File: src/hdl/tmi_pkg.sv
// shared constants, types and helper functions for the turtle melody interpreter
// no dependencies; imported by every module of the block
package tmi_pkg;

  localparam int LADDER_SIZE = 128;
  localparam int STACK_DEPTH = 64;
  localparam int MAX_NOTES   = 512;
  localparam int MAX_STEPS   = 4096;

  localparam int LEN_W  = 8;
  localparam int POS_W  = 7;
  localparam int NOTE_W = 7;
  localparam int OCT_W  = 14;
  localparam int ACC_W  = 14;
  localparam int EVI_W  = 9;
  localparam int STO_W  = 13;
  localparam int ST_W   = $clog2(MAX_STEPS + 1);
  localparam int NC_W   = $clog2(MAX_NOTES + 1);
  localparam int SC_W   = $clog2(STACK_DEPTH + 1);
  localparam int STK_AW = $clog2(STACK_DEPTH);
  localparam int MIX_W  = 19;

  localparam logic signed [OCT_W-1:0] OCT_MAX = 14'sd8191;
  localparam logic signed [OCT_W-1:0] OCT_MIN = -14'sd8192;
  localparam logic signed [ACC_W-1:0] ACC_MAX = 14'sd4096;
  localparam logic signed [ACC_W-1:0] ACC_MIN = -14'sd4096;
  localparam logic signed [MIX_W-1:0] MIDI_MAX = 19'sd127;
  localparam logic signed [MIX_W-1:0] OCT_SEMIS = 19'sd12;

  localparam logic [1:0] REQ_LOAD   = 2'd0;
  localparam logic [1:0] REQ_SYMBOL = 2'd1;
  localparam logic [1:0] REQ_PHRASE = 2'd2;

  localparam logic [1:0] EV_NONE = 2'd0;
  localparam logic [1:0] EV_NOTE = 2'd1;
  localparam logic [1:0] EV_TIE  = 2'd2;

  localparam logic [7:0] SYM_NOTE   = 8'h46;
  localparam logic [7:0] SYM_REST   = 8'h72;
  localparam logic [7:0] SYM_TIE    = 8'h5F;
  localparam logic [7:0] SYM_UP     = 8'h2B;
  localparam logic [7:0] SYM_DOWN   = 8'h2D;
  localparam logic [7:0] SYM_PUSH   = 8'h5B;
  localparam logic [7:0] SYM_POP    = 8'h5D;
  localparam logic [7:0] SYM_ACC_UP = 8'h3E;
  localparam logic [7:0] SYM_ACC_DN = 8'h3C;

  typedef struct packed {
    logic [ST_W-1:0]         step;
    logic [POS_W-1:0]        pos;
    logic signed [OCT_W-1:0] oct;
  } stk_entry_t;

  typedef struct packed {
    logic push;
    logic pop;
    logic clear;
  } stk_ctrl_t;

  typedef struct packed {
    logic              we;
    logic [POS_W-1:0]  widx;
    logic [NOTE_W-1:0] wnote;
    logic [POS_W-1:0]  raddr;
  } lad_ctrl_t;

  function automatic logic [NOTE_W-1:0] ladder_init(input logic [POS_W-1:0] idx);
    logic [NOTE_W-1:0] n;
    case (idx)
      7'd0:    n = 7'd48;
      7'd1:    n = 7'd50;
      7'd2:    n = 7'd52;
      7'd3:    n = 7'd55;
      7'd4:    n = 7'd57;
      default: n = '0;
    endcase
    return n;
  endfunction

  function automatic logic [LEN_W-1:0] len_in_use(input logic [LEN_W-1:0] len);
    return (len > LEN_W'(LADDER_SIZE)) ? LEN_W'(LADDER_SIZE) : len;
  endfunction

  function automatic logic [POS_W-1:0] clamp_pos(input logic [POS_W-1:0] pos,
                                                 input logic [LEN_W-1:0] len);
    logic [POS_W-1:0] p;
    p = pos;
    if (len != '0 && LEN_W'(pos) >= len) begin
      p = POS_W'(len - LEN_W'(1));
    end
    return p;
  endfunction

endpackage

File: src/hdl/turtle_melody_interpreter.sv
// turtle melody interpreter top level: input register, turtle state update,
// result register; depends on tmi_pkg, tmi_ladder and tmi_stack
//
//   channel  direction  tdata fields (low bit up)                   tuser
//   in_      slave      ladder_index, ladder_note, symbol           req_type
//   out_     master     event_index, start_step, midi_note,
//                       accent_marks, phrase_length, stack_overflow event_kind
//   cfg_     write      ladder_length                               -
//
// one word per cycle sustained while out_tready is high; a word is held in the input
// register and leaves through the result register
// ladder and stack reads are prefetched into their read registers
// reset clears all turtle state and restores the default ladder at once
// a stalled result holds; the input register takes one more word, then in_tready drops
module turtle_melody_interpreter (
  input  logic        clk,
  input  logic        rst_n,
  input  logic        in_tvalid,
  output logic        in_tready,
  input  logic [23:0] in_tdata,   // ladder_index, ladder_note, symbol
  input  logic [1:0]  in_tuser,   // req_type
  output logic        out_tvalid,
  input  logic        out_tready,
  output logic [63:0] out_tdata,  // event_index, start_step, midi_note, accent_marks,
                                  // phrase_length, stack_overflow
  output logic [1:0]  out_tuser,  // event_kind
  input  logic        cfg_we,
  input  logic [7:0]  cfg_wdata   // ladder_length
);
  import tmi_pkg::*;

  logic              in_valid_r;
  logic [1:0]        req_r;
  logic [POS_W-1:0]  lidx_r;
  logic [NOTE_W-1:0] lnote_r;
  logic [7:0]        sym_r;
  logic              go;

  logic [LEN_W-1:0]        len_r;
  logic [ST_W-1:0]         step_r, step_nxt;
  logic [POS_W-1:0]        pos_r, pos_nxt;
  logic signed [OCT_W-1:0] oct_r, oct_nxt;
  logic                    tie_v_r, tie_v_nxt;
  logic [EVI_W-1:0]        tie_r, tie_nxt;
  logic signed [ACC_W-1:0] acc_r, acc_nxt;
  logic [NC_W-1:0]         ncnt_r, ncnt_nxt;
  logic [ST_W-1:0]         longest_r, longest_nxt;

  logic [LEN_W-1:0]        len_use;
  logic [LEN_W-1:0]        len_next_use;
  logic [POS_W-1:0]        p;
  logic [ST_W-1:0]         step_adv;
  logic signed [MIX_W-1:0] note_m;

  lad_ctrl_t         lad_ctrl;
  logic [NOTE_W-1:0] lad_note;
  stk_ctrl_t         stk_ctrl;
  stk_entry_t        stk_push;
  stk_entry_t        stk_top;
  logic [SC_W-1:0]   stk_count;

  logic              out_valid_r;
  logic [1:0]        kind_r, kind_nxt;
  logic [EVI_W-1:0]  evi_r, evi_nxt;
  logic [STO_W-1:0]  start_r, start_nxt;
  logic [NOTE_W-1:0] midi_r, midi_nxt;
  logic [ACC_W-1:0]  acco_r, acco_nxt;
  logic [STO_W-1:0]  plen_r, plen_nxt;
  logic              ovf_r, ovf_nxt;

  // input register
  assign go        = in_valid_r && (!out_valid_r || out_tready);
  assign in_tready = !in_valid_r || go;

  always_ff @(posedge clk) begin
    if (!rst_n) begin
      in_valid_r <= 1'b0;
    end else if (in_tready) begin
      in_valid_r <= in_tvalid;
    end
  end

  always_ff @(posedge clk) begin
    if (in_tready && in_tvalid) begin
      req_r   <= in_tuser;
      lidx_r  <= in_tdata[6:0];
      lnote_r <= in_tdata[13:7];
      sym_r   <= in_tdata[21:14];
    end
  end

  // ladder length register
  always_ff @(posedge clk) begin
    if (!rst_n) begin
      len_r <= LEN_W'(5);
    end else if (cfg_we) begin
      len_r <= cfg_wdata;
    end
  end

  assign len_use      = len_in_use(len_r);
  assign len_next_use = len_in_use(cfg_we ? cfg_wdata : len_r);
  assign p            = clamp_pos(pos_r, len_use);
  assign step_adv     = (step_r < ST_W'(MAX_STEPS)) ? step_r + ST_W'(1) : step_r;
  assign note_m       = MIX_W'($signed({1'b0, lad_note})) + MIX_W'(oct_r) * OCT_SEMIS;
  assign stk_push     = '{step: step_r, pos: pos_r, oct: oct_r};

  always_comb begin
    step_nxt    = step_r;
    pos_nxt     = pos_r;
    oct_nxt     = oct_r;
    tie_v_nxt   = tie_v_r;
    tie_nxt     = tie_r;
    acc_nxt     = acc_r;
    ncnt_nxt    = ncnt_r;
    longest_nxt = longest_r;
    kind_nxt    = EV_NONE;
    evi_nxt     = '0;
    start_nxt   = '0;
    midi_nxt    = '0;
    acco_nxt    = '0;
    ovf_nxt     = 1'b0;
    stk_ctrl    = '0;
    lad_ctrl.we    = 1'b0;
    lad_ctrl.widx  = lidx_r;
    lad_ctrl.wnote = lnote_r;
    if (go) begin
      case (req_r)
        REQ_LOAD: begin
          lad_ctrl.we = (32'(lidx_r) < LADDER_SIZE);
        end
        REQ_PHRASE: begin
          step_nxt       = '0;
          pos_nxt        = '0;
          oct_nxt        = '0;
          tie_v_nxt      = 1'b0;
          tie_nxt        = '0;
          acc_nxt        = '0;
          ncnt_nxt       = '0;
          longest_nxt    = '0;
          stk_ctrl.clear = 1'b1;
        end
        REQ_SYMBOL: begin
          case (sym_r)
            SYM_NOTE: begin
              tie_v_nxt = 1'b0;
              if (len_use != '0 && !note_m[MIX_W-1] && note_m <= MIDI_MAX &&
                  ncnt_r < NC_W'(MAX_NOTES)) begin
                kind_nxt  = EV_NOTE;
                evi_nxt   = EVI_W'(ncnt_r);
                start_nxt = STO_W'(step_r);
                midi_nxt  = NOTE_W'(note_m);
                acco_nxt  = acc_r;
                tie_nxt   = EVI_W'(ncnt_r);
                tie_v_nxt = 1'b1;
                ncnt_nxt  = ncnt_r + NC_W'(1);
              end
              acc_nxt  = '0;
              step_nxt = step_adv;
            end
            SYM_REST: begin
              tie_v_nxt = 1'b0;
              step_nxt  = step_adv;
            end
            SYM_TIE: begin
              if (tie_v_r) begin
                kind_nxt = EV_TIE;
                evi_nxt  = tie_r;
              end
              step_nxt = step_adv;
            end
            SYM_ACC_UP: begin
              if (acc_r < ACC_MAX) acc_nxt = acc_r + ACC_W'(1);
            end
            SYM_ACC_DN: begin
              if (acc_r > ACC_MIN) acc_nxt = acc_r - ACC_W'(1);
            end
            SYM_UP: begin
              if (len_use != '0) begin
                if (LEN_W'(p) + LEN_W'(1) < len_use) begin
                  pos_nxt = p + POS_W'(1);
                end else if (oct_r < OCT_MAX) begin
                  pos_nxt = '0;
                  oct_nxt = oct_r + OCT_W'(1);
                end else begin
                  pos_nxt = p;
                end
              end
            end
            SYM_DOWN: begin
              if (len_use != '0) begin
                if (p != '0) begin
                  pos_nxt = p - POS_W'(1);
                end else if (oct_r > OCT_MIN) begin
                  pos_nxt = POS_W'(len_use - LEN_W'(1));
                  oct_nxt = oct_r - OCT_W'(1);
                end else begin
                  pos_nxt = p;
                end
              end
            end
            SYM_PUSH: begin
              tie_v_nxt = 1'b0;
              if (stk_count < SC_W'(STACK_DEPTH)) begin
                stk_ctrl.push = 1'b1;
              end else begin
                ovf_nxt = 1'b1;
              end
            end
            SYM_POP: begin
              tie_v_nxt = 1'b0;
              if (stk_count != '0) begin
                stk_ctrl.pop = 1'b1;
                step_nxt     = stk_top.step;
                pos_nxt      = stk_top.pos;
                oct_nxt      = stk_top.oct;
              end
            end
            default: begin
            end
          endcase
          if (step_nxt > longest_r) longest_nxt = step_nxt;
        end
        default: begin
        end
      endcase
    end
    plen_nxt       = STO_W'(longest_nxt);
    lad_ctrl.raddr = clamp_pos(pos_nxt, len_next_use);
  end

  always_ff @(posedge clk) begin
    if (!rst_n) begin
      step_r    <= '0;
      pos_r     <= '0;
      oct_r     <= '0;
      tie_v_r   <= 1'b0;
      tie_r     <= '0;
      acc_r     <= '0;
      ncnt_r    <= '0;
      longest_r <= '0;
    end else begin
      step_r    <= step_nxt;
      pos_r     <= pos_nxt;
      oct_r     <= oct_nxt;
      tie_v_r   <= tie_v_nxt;
      tie_r     <= tie_nxt;
      acc_r     <= acc_nxt;
      ncnt_r    <= ncnt_nxt;
      longest_r <= longest_nxt;
    end
  end

  tmi_ladder u_ladder (
    .clk     (clk),
    .rst_n   (rst_n),
    .ctrl    (lad_ctrl),
    .rd_note (lad_note)
  );

  tmi_stack u_stack (
    .clk       (clk),
    .rst_n     (rst_n),
    .ctrl      (stk_ctrl),
    .push_data (stk_push),
    .count     (stk_count),
    .top       (stk_top)
  );

  // result register
  always_ff @(posedge clk) begin
    if (!rst_n) begin
      out_valid_r <= 1'b0;
    end else if (go) begin
      out_valid_r <= 1'b1;
    end else if (out_tready) begin
      out_valid_r <= 1'b0;
    end
  end

  always_ff @(posedge clk) begin
    if (go) begin
      kind_r  <= kind_nxt;
      evi_r   <= evi_nxt;
      start_r <= start_nxt;
      midi_r  <= midi_nxt;
      acco_r  <= acco_nxt;
      plen_r  <= plen_nxt;
      ovf_r   <= ovf_nxt;
    end
  end

  assign out_tvalid = out_valid_r;
  assign out_tuser  = kind_r;
  assign out_tdata  = {7'b0, ovf_r, plen_r, acco_r, midi_r, start_r, evi_r};

endmodule

File: src/hdl/tmi_ladder.sv
// ladder note memory with reset-value valid bits and a registered read port
// depends on tmi_pkg
module tmi_ladder (
  input  logic                      clk,
  input  logic                      rst_n,
  input  tmi_pkg::lad_ctrl_t        ctrl,
  output logic [tmi_pkg::NOTE_W-1:0] rd_note
);
  import tmi_pkg::*;

  logic [NOTE_W-1:0]      mem [LADDER_SIZE];
  logic [LADDER_SIZE-1:0] vld_r;
  logic [NOTE_W-1:0]      rd_r;

  always_ff @(posedge clk) begin
    if (ctrl.we) begin
      mem[ctrl.widx] <= ctrl.wnote;
    end
  end

  always_ff @(posedge clk) begin
    if (!rst_n) begin
      vld_r <= '0;
    end else if (ctrl.we) begin
      vld_r[ctrl.widx] <= 1'b1;
    end
  end

  // write-through on a load to the address being fetched
  always_ff @(posedge clk) begin
    if (!rst_n) begin
      rd_r <= ladder_init('0);
    end else if (ctrl.we && ctrl.widx == ctrl.raddr) begin
      rd_r <= ctrl.wnote;
    end else if (vld_r[ctrl.raddr]) begin
      rd_r <= mem[ctrl.raddr];
    end else begin
      rd_r <= ladder_init(ctrl.raddr);
    end
  end

  assign rd_note = rd_r;

endmodule

File: src/hdl/tmi_stack.sv
// branch stack: memory plus registered top and next-below entries
// depends on tmi_pkg
module tmi_stack (
  input  logic                     clk,
  input  logic                     rst_n,
  input  tmi_pkg::stk_ctrl_t       ctrl,
  input  tmi_pkg::stk_entry_t      push_data,
  output logic [tmi_pkg::SC_W-1:0] count,
  output tmi_pkg::stk_entry_t      top
);
  import tmi_pkg::*;

  stk_entry_t         mem [STACK_DEPTH];
  logic [SC_W-1:0]    count_r;
  stk_entry_t         top_r;
  stk_entry_t         below_r;
  logic [STK_AW-1:0]  rd_addr;

  // entry that becomes next-below after a pop
  assign rd_addr = STK_AW'(count_r - SC_W'(3));

  always_ff @(posedge clk) begin
    if (!rst_n) begin
      count_r <= '0;
    end else if (ctrl.clear) begin
      count_r <= '0;
    end else if (ctrl.push) begin
      count_r <= count_r + SC_W'(1);
    end else if (ctrl.pop) begin
      count_r <= count_r - SC_W'(1);
    end
  end

  always_ff @(posedge clk) begin
    if (ctrl.push) begin
      mem[count_r[STK_AW-1:0]] <= push_data;
    end
  end

  always_ff @(posedge clk) begin
    if (ctrl.push) begin
      top_r   <= push_data;
      below_r <= top_r;
    end else if (ctrl.pop) begin
      top_r   <= below_r;
      below_r <= mem[rd_addr];
    end
  end

  assign count = count_r;
  assign top   = top_r;

endmodule

File: config.mk
export PLATFORM = sky130hd
export DESIGN_NAME = turtle_melody_interpreter
export DESIGN_NICKNAME = d
export VERILOG_FILES = /design/src/hdl/tmi_pkg.sv /design/src/hdl/turtle_melody_interpreter.sv /design/src/hdl/tmi_ladder.sv /design/src/hdl/tmi_stack.sv
export SDC_FILE = /design/constraint.sdc
export NUM_CORES = 2
export LEC_CHECK = 0
export BUFFER_PORTS_ARGS = -buffer_cell sky130_fd_sc_hd__buf_2
export CELL_PAD_IN_SITES_DETAIL_PLACEMENT = 0
export CELL_PAD_IN_SITES_GLOBAL_PLACEMENT = 1
export CORE_MARGIN = 4
export CORE_UTILIZATION = 35
export DETAILED_ROUTE_END_ITERATION = 10
export PLACE_DENSITY_LB_ADDON = 0.1
export SLEW_MARGIN = 20
export SYNTH_ARGS = -nofsm -noshare
export SYNTH_HDL_FRONTEND = slang
export SYNTH_HIERARCHICAL = 1
export SYNTH_SLANG_ARGS = --single-unit
File: constraint.sdc
create_clock -name clk -period 16.7 [get_ports clk]
set_clock_uncertainty 0.1 [all_clocks]
set_input_delay 1.67 -clock clk [delete_from_list [all_inputs] [get_ports clk]]
set_output_delay 1.67 -clock clk [all_outputs]
set_load 0.02 [all_outputs]
==> metrics.md <==
| Metric | Value |
|---|---|
| Post-detailed-routing wire length | 411 mm |
| Quantity of gates resized following cts | 0 |
| Startpoint type of the worst setup path | register |
| CORE AREA | 0.394 mm^2 |
| Remaining global-route overflow | 0 |
| Category of the worst setup path capture point | register |
| Via count | about 73k |
| Number of detailed-route iterations in the first pass | 5 |
| CP max FO | 62 |
| Area of the die | 0.407 mm^2 |
| Combinational cell fraction of total power | 0.019 |
| Maximum achievable frequency | 0.0814 GHz |
| Layout cells sized above 1 | 0.240 |
| Final #Nets | 7,881 |
| Unrepaired setup endpoints after global routing | no |
| Cell types with the largest area share after synthesis | sky130_fd_sc_hd__edfxtp_1, sky130_fd_sc_hd__mux4_2, sky130_fd_sc_hd__dfxtp_1 |
| Cell row count | 230 |
| Wire length of the first global-routing pass | slightly below 600 mm |
| Largest stage delay, worst path | 0.73 ns |
| Buffers on Ports | 97 |
| Number of library cell types mapped by synthesis | slightly below 100 |
| Synthesis warning total | 6 |
| Count of pins on the block boundary | between 100 and 150 |
| Cell at the root of the clock tree | sky130_fd_sc_hd__clkbuf_16 |
| Hold violation count in the final report | 0 |
| Hold bufs inserted after CTS | 0 |
| Reg-to-reg critical path startpoint | len_r[7]$_SDFF_PN0_ |
| Share of synthesized flip-flops with an asynchronous set or reset | 0 |
| CTS tree | built |
| Top library cells by usage in the layout, fill and taps aside | sky130_fd_sc_hd__edfxtp_1, sky130_fd_sc_hd__mux4_2, sky130_fd_sc_hd__nor2_1, sky130_fd_sc_hd__nand2_1, sky130_fd_sc_hd__clkbuf_16 |
| Power per cell area | ~110 mW/mm^2 |
| Setup Crit Path Kind | reg -> reg |
| Internal power | 14.2 mW |
| Initial Utilization | 0.352 |
| Gate family responsible for the most delay along the worst path | compound AO/OA/AOI/OAI gates |
| Psw | 3.69 mW |
| Synth Flop Type | sky130_fd_sc_hd__edfxtp_1 |
| Required @ worst endpoint | 17.41 ns |
| Final worst path period need | between 10 and 15 ns |
| WL/cell | approximately 31 um |
| # H-tree levels | 5 |
| Setup-failing EPs final | 0 |
| Hold/Removal Path Class | reg -> reg |
| Switching power share of the total | 0.206 |
| Max-cap check violation count | 0 |
| Number of vias per cell after detailed routing | 5.49 |
| Width of the die | 638 um |
| Number of enable-type register cells in the synthesized netlist | 3,223 |
| Filler Cells Inserted | 35.4k |
| Minimum setup slack in the final design | 4.42 ns |
| Peak supply drop | approximately 0.07 mV |
| Number of storage elements in the synthesis netlist | 3,456 |
| Number of remaining DRC errors | 0 |
| Post-placement worst setup slack | 4.05 ns |
| Number of buffers on the longest clock path | 4 |
| Per-instance average area after synthesis | 18.7 um^2 |
| TritonCTS sink count | roughly 3.5k |
| Total GRT Usage | 0.199 |
| Synthesis-to-finish area growth | 14.2% |
| Outcome | finished, final reports clean |
| Worst Max-Slew Pin Slew | approximately 1.2 ns |
| Final count of pins violating max slew | 0 |
| Detailed placer's ending HPWL | between 200 and 250 mm |
| Clock group share of total power | 0.457 |
| Initial antenna violation count | 31 |
| Most frequent standard cell in the layout excluding fill and tap cells | sky130_fd_sc_hd__edfxtp_1 |
| Largest net degree at the start of global routing | 107 |
| Register area share after synthesis | 0.731 |
| Antenna viol nets, final | 0 |
| Clock transition at the registers of the reported paths | about 0.06 ns |
| Via count of the first global-routing pass | roughly 75k |
| Standby leakage power | 47.3 nW |
| Post-synthesis instance area | around 0.14 mm^2 |
| Setup crit start | len_r[7]$_SDFF_PN0_ |
| Cells after synthesis | around 7.4k |
| Worst slew slack as a fraction of its limit | 0.181 |
| Hold wc startpoint | u_ladder/vld_r[2]$_SDFFE_PN0P_ |
| Cell taking the most area after synthesis | sky130_fd_sc_hd__edfxtp_1 |
| TritonCTS Buffers | 381 |
| Critical path buffer and inverter count | 4 |
| Final period util | 0.735 |
| Slowest-stage cell, CP | sky130_fd_sc_hd__mux2i_4 |
| Worst path arrival time | 12.99 ns |
| Insertion delay to the later sink of the worst-skew pair | approximately 0.95 ns |
| Setup TNS | 0 ns |
| Post-CTS setup-driven buffer insertion count | 0 |
| First-iteration detailed-routing DRC count | 6,574 |
| Vert. Die Dim | 638 um |
| Portion of total power attributed to sequential cells | 0.524 |
| Placer congestion estimate | 0.805 |
| Yosys top cell area share | 0.697 |
-- cells in the mapped netlist, drive strengths merged (8+ instances only) --
library cell and n:
o21ai 88, o211ai 18, clkbuf 177, and3 16, o22ai 17, nor4 20
a22oi 79, nor2 607, o311ai 8, and4 8, a221o 8, a21o 18
nand3b 10, nand4b 13, nand3 147, a211oi 26, a31oi 21, a21oi 117
ha 112, o2111ai 36, nor2b 38, buf 223, or3 14, mux2i 143
nor3 61, xnor2 32, nand2 476, mux2 51, mux4 831, nand2b 34
or2 18, a221oi 8, xor2 23, a32oi 112, edfxtp 3223, dfxtp 233
and2 51, or4 8, nand4 43, o31ai 13, a22o 17, inv 84
o21a 37, nor3b 10
-- stage by stage --
step	hold slack [ns]	instances	utilization	total power, mW	cell area [um^2]
CTS	0.367	13300	0.402	18.2	158000
floorplan	0.330	7417	-	9.77	139000
global route	0.387	13300	0.402	18.5	158000
detailed placement	0.353	12600	0.372	9.92	146000
finish	0.366	13300	0.402	17.9	158000
global placement	0.341	12600	0.371	9.92	146000
-- layout make-up --
cell class | instances | area [um^2] | area share
diodes | 14 | 35.0 | 0.000221
clock buffers | 488 | 10300 | 0.0648
clock inverters | 211 | 1850 | 0.0117
inverters | 85 | 323 | 0.00204
multi-input cells | 3476 | 35600 | 0.225
flip-flops and latches | 3456 | 101000 | 0.641
well taps | 5220 | 6530 | 0.0412
repair buffers | 325 | 2310 | 0.0146
-- power by group through the flow --
stage | clock, mW | combinational, mW | sequential (mW)
after floorplan | 0 | 0.186 | 9.59
after global placement | 0 | 0.348 | 9.57
after detailed placement | 0 | 0.351 | 9.57
after CTS | 8.43 | 0.351 | 9.38
after global routing | 8.79 | 0.371 | 9.38
final | 8.20 | 0.347 | 9.39
-- worst register-to-register path: cells and delay by family (launching register included) --
family | cells | cell delay [ns]
multiplexers | 3 | 1.82
AND/OR/NAND/NOR | 15 | 3.59
AO/OA/AOI/OAI | 17 | 3.88
XOR/XNOR | 1 | 0.12
buffers and inverters | 4 | 0.91
flip-flops | 1 | 0.47
adder cells (fa/ha/maj) | 4 | 1.25
-- path summary, 6_finish.rpt --
kind / slack (ns) / end / cells past startpoint
hold / removal: 0.37 / u_ladder/vld_r[2]$_SDFFE_PN0P_ / 1
hold reg to reg: 0.37 / u_ladder/vld_r[2]$_SDFFE_PN0P_ / 1
setup reg to reg: 4.42 / u_ladder/rd_note[0]$_SDFF_PN0_ / 44
setup / recovery: 4.42 / u_ladder/rd_note[0]$_SDFF_PN0_ / 44
-- registers in the layout (all words and copies together) (netlist names), 8 cells and up --
name             count
u_ladder/mem       896
plen_r              13
start_r             13
oct_r               14
u_stack/mem       2176
evi_r                9
acco_r              14
u_stack/below_r     34
ncnt_r              10
step_r              13
len_r                8
acc_r               14
tie_r                9
longest_r           13
u_ladder/vld_r     128
u_stack/top         34
sym_r                8
-- per-layer routing --
| metal | up-vias | routed length, um | track usage |
|---|---|---|---|
| li1 | 30800 | - | - |
| met1 | 39600 | 182000 | 0.282 |
| met2 | 1926 | 198000 | 0.325 |
| met3 | 492 | 22300 | 0.0289 |
| met4 | 0 | 8970 | 0.0429 |
| met5 | - | 0 | 0 |
-- cell families (layout without fill, tap and decap cells) --
| kind of cell | after synthesis | count (layout) | synth area share |
|---|---|---|---|
| muxes | 1025 | 1025 | 0.149 |
| buffers and inverters | 485 | 1109 | 0.0176 |
| DFF | 3456 | 3456 | 0.731 |
| other | 1 | 21 | 0.0000270 |
| xor gates and xnor gates | 55 | 55 | 0.00361 |
| adders and majority gates | 117 | 117 | 0.0108 |
| AOI/OAI and AO/OA | 683 | 683 | 0.0359 |
| and+or+nand+nor | 1589 | 1589 | 0.0516 |
Note: power is estimated with default switching activity, not from simulation.
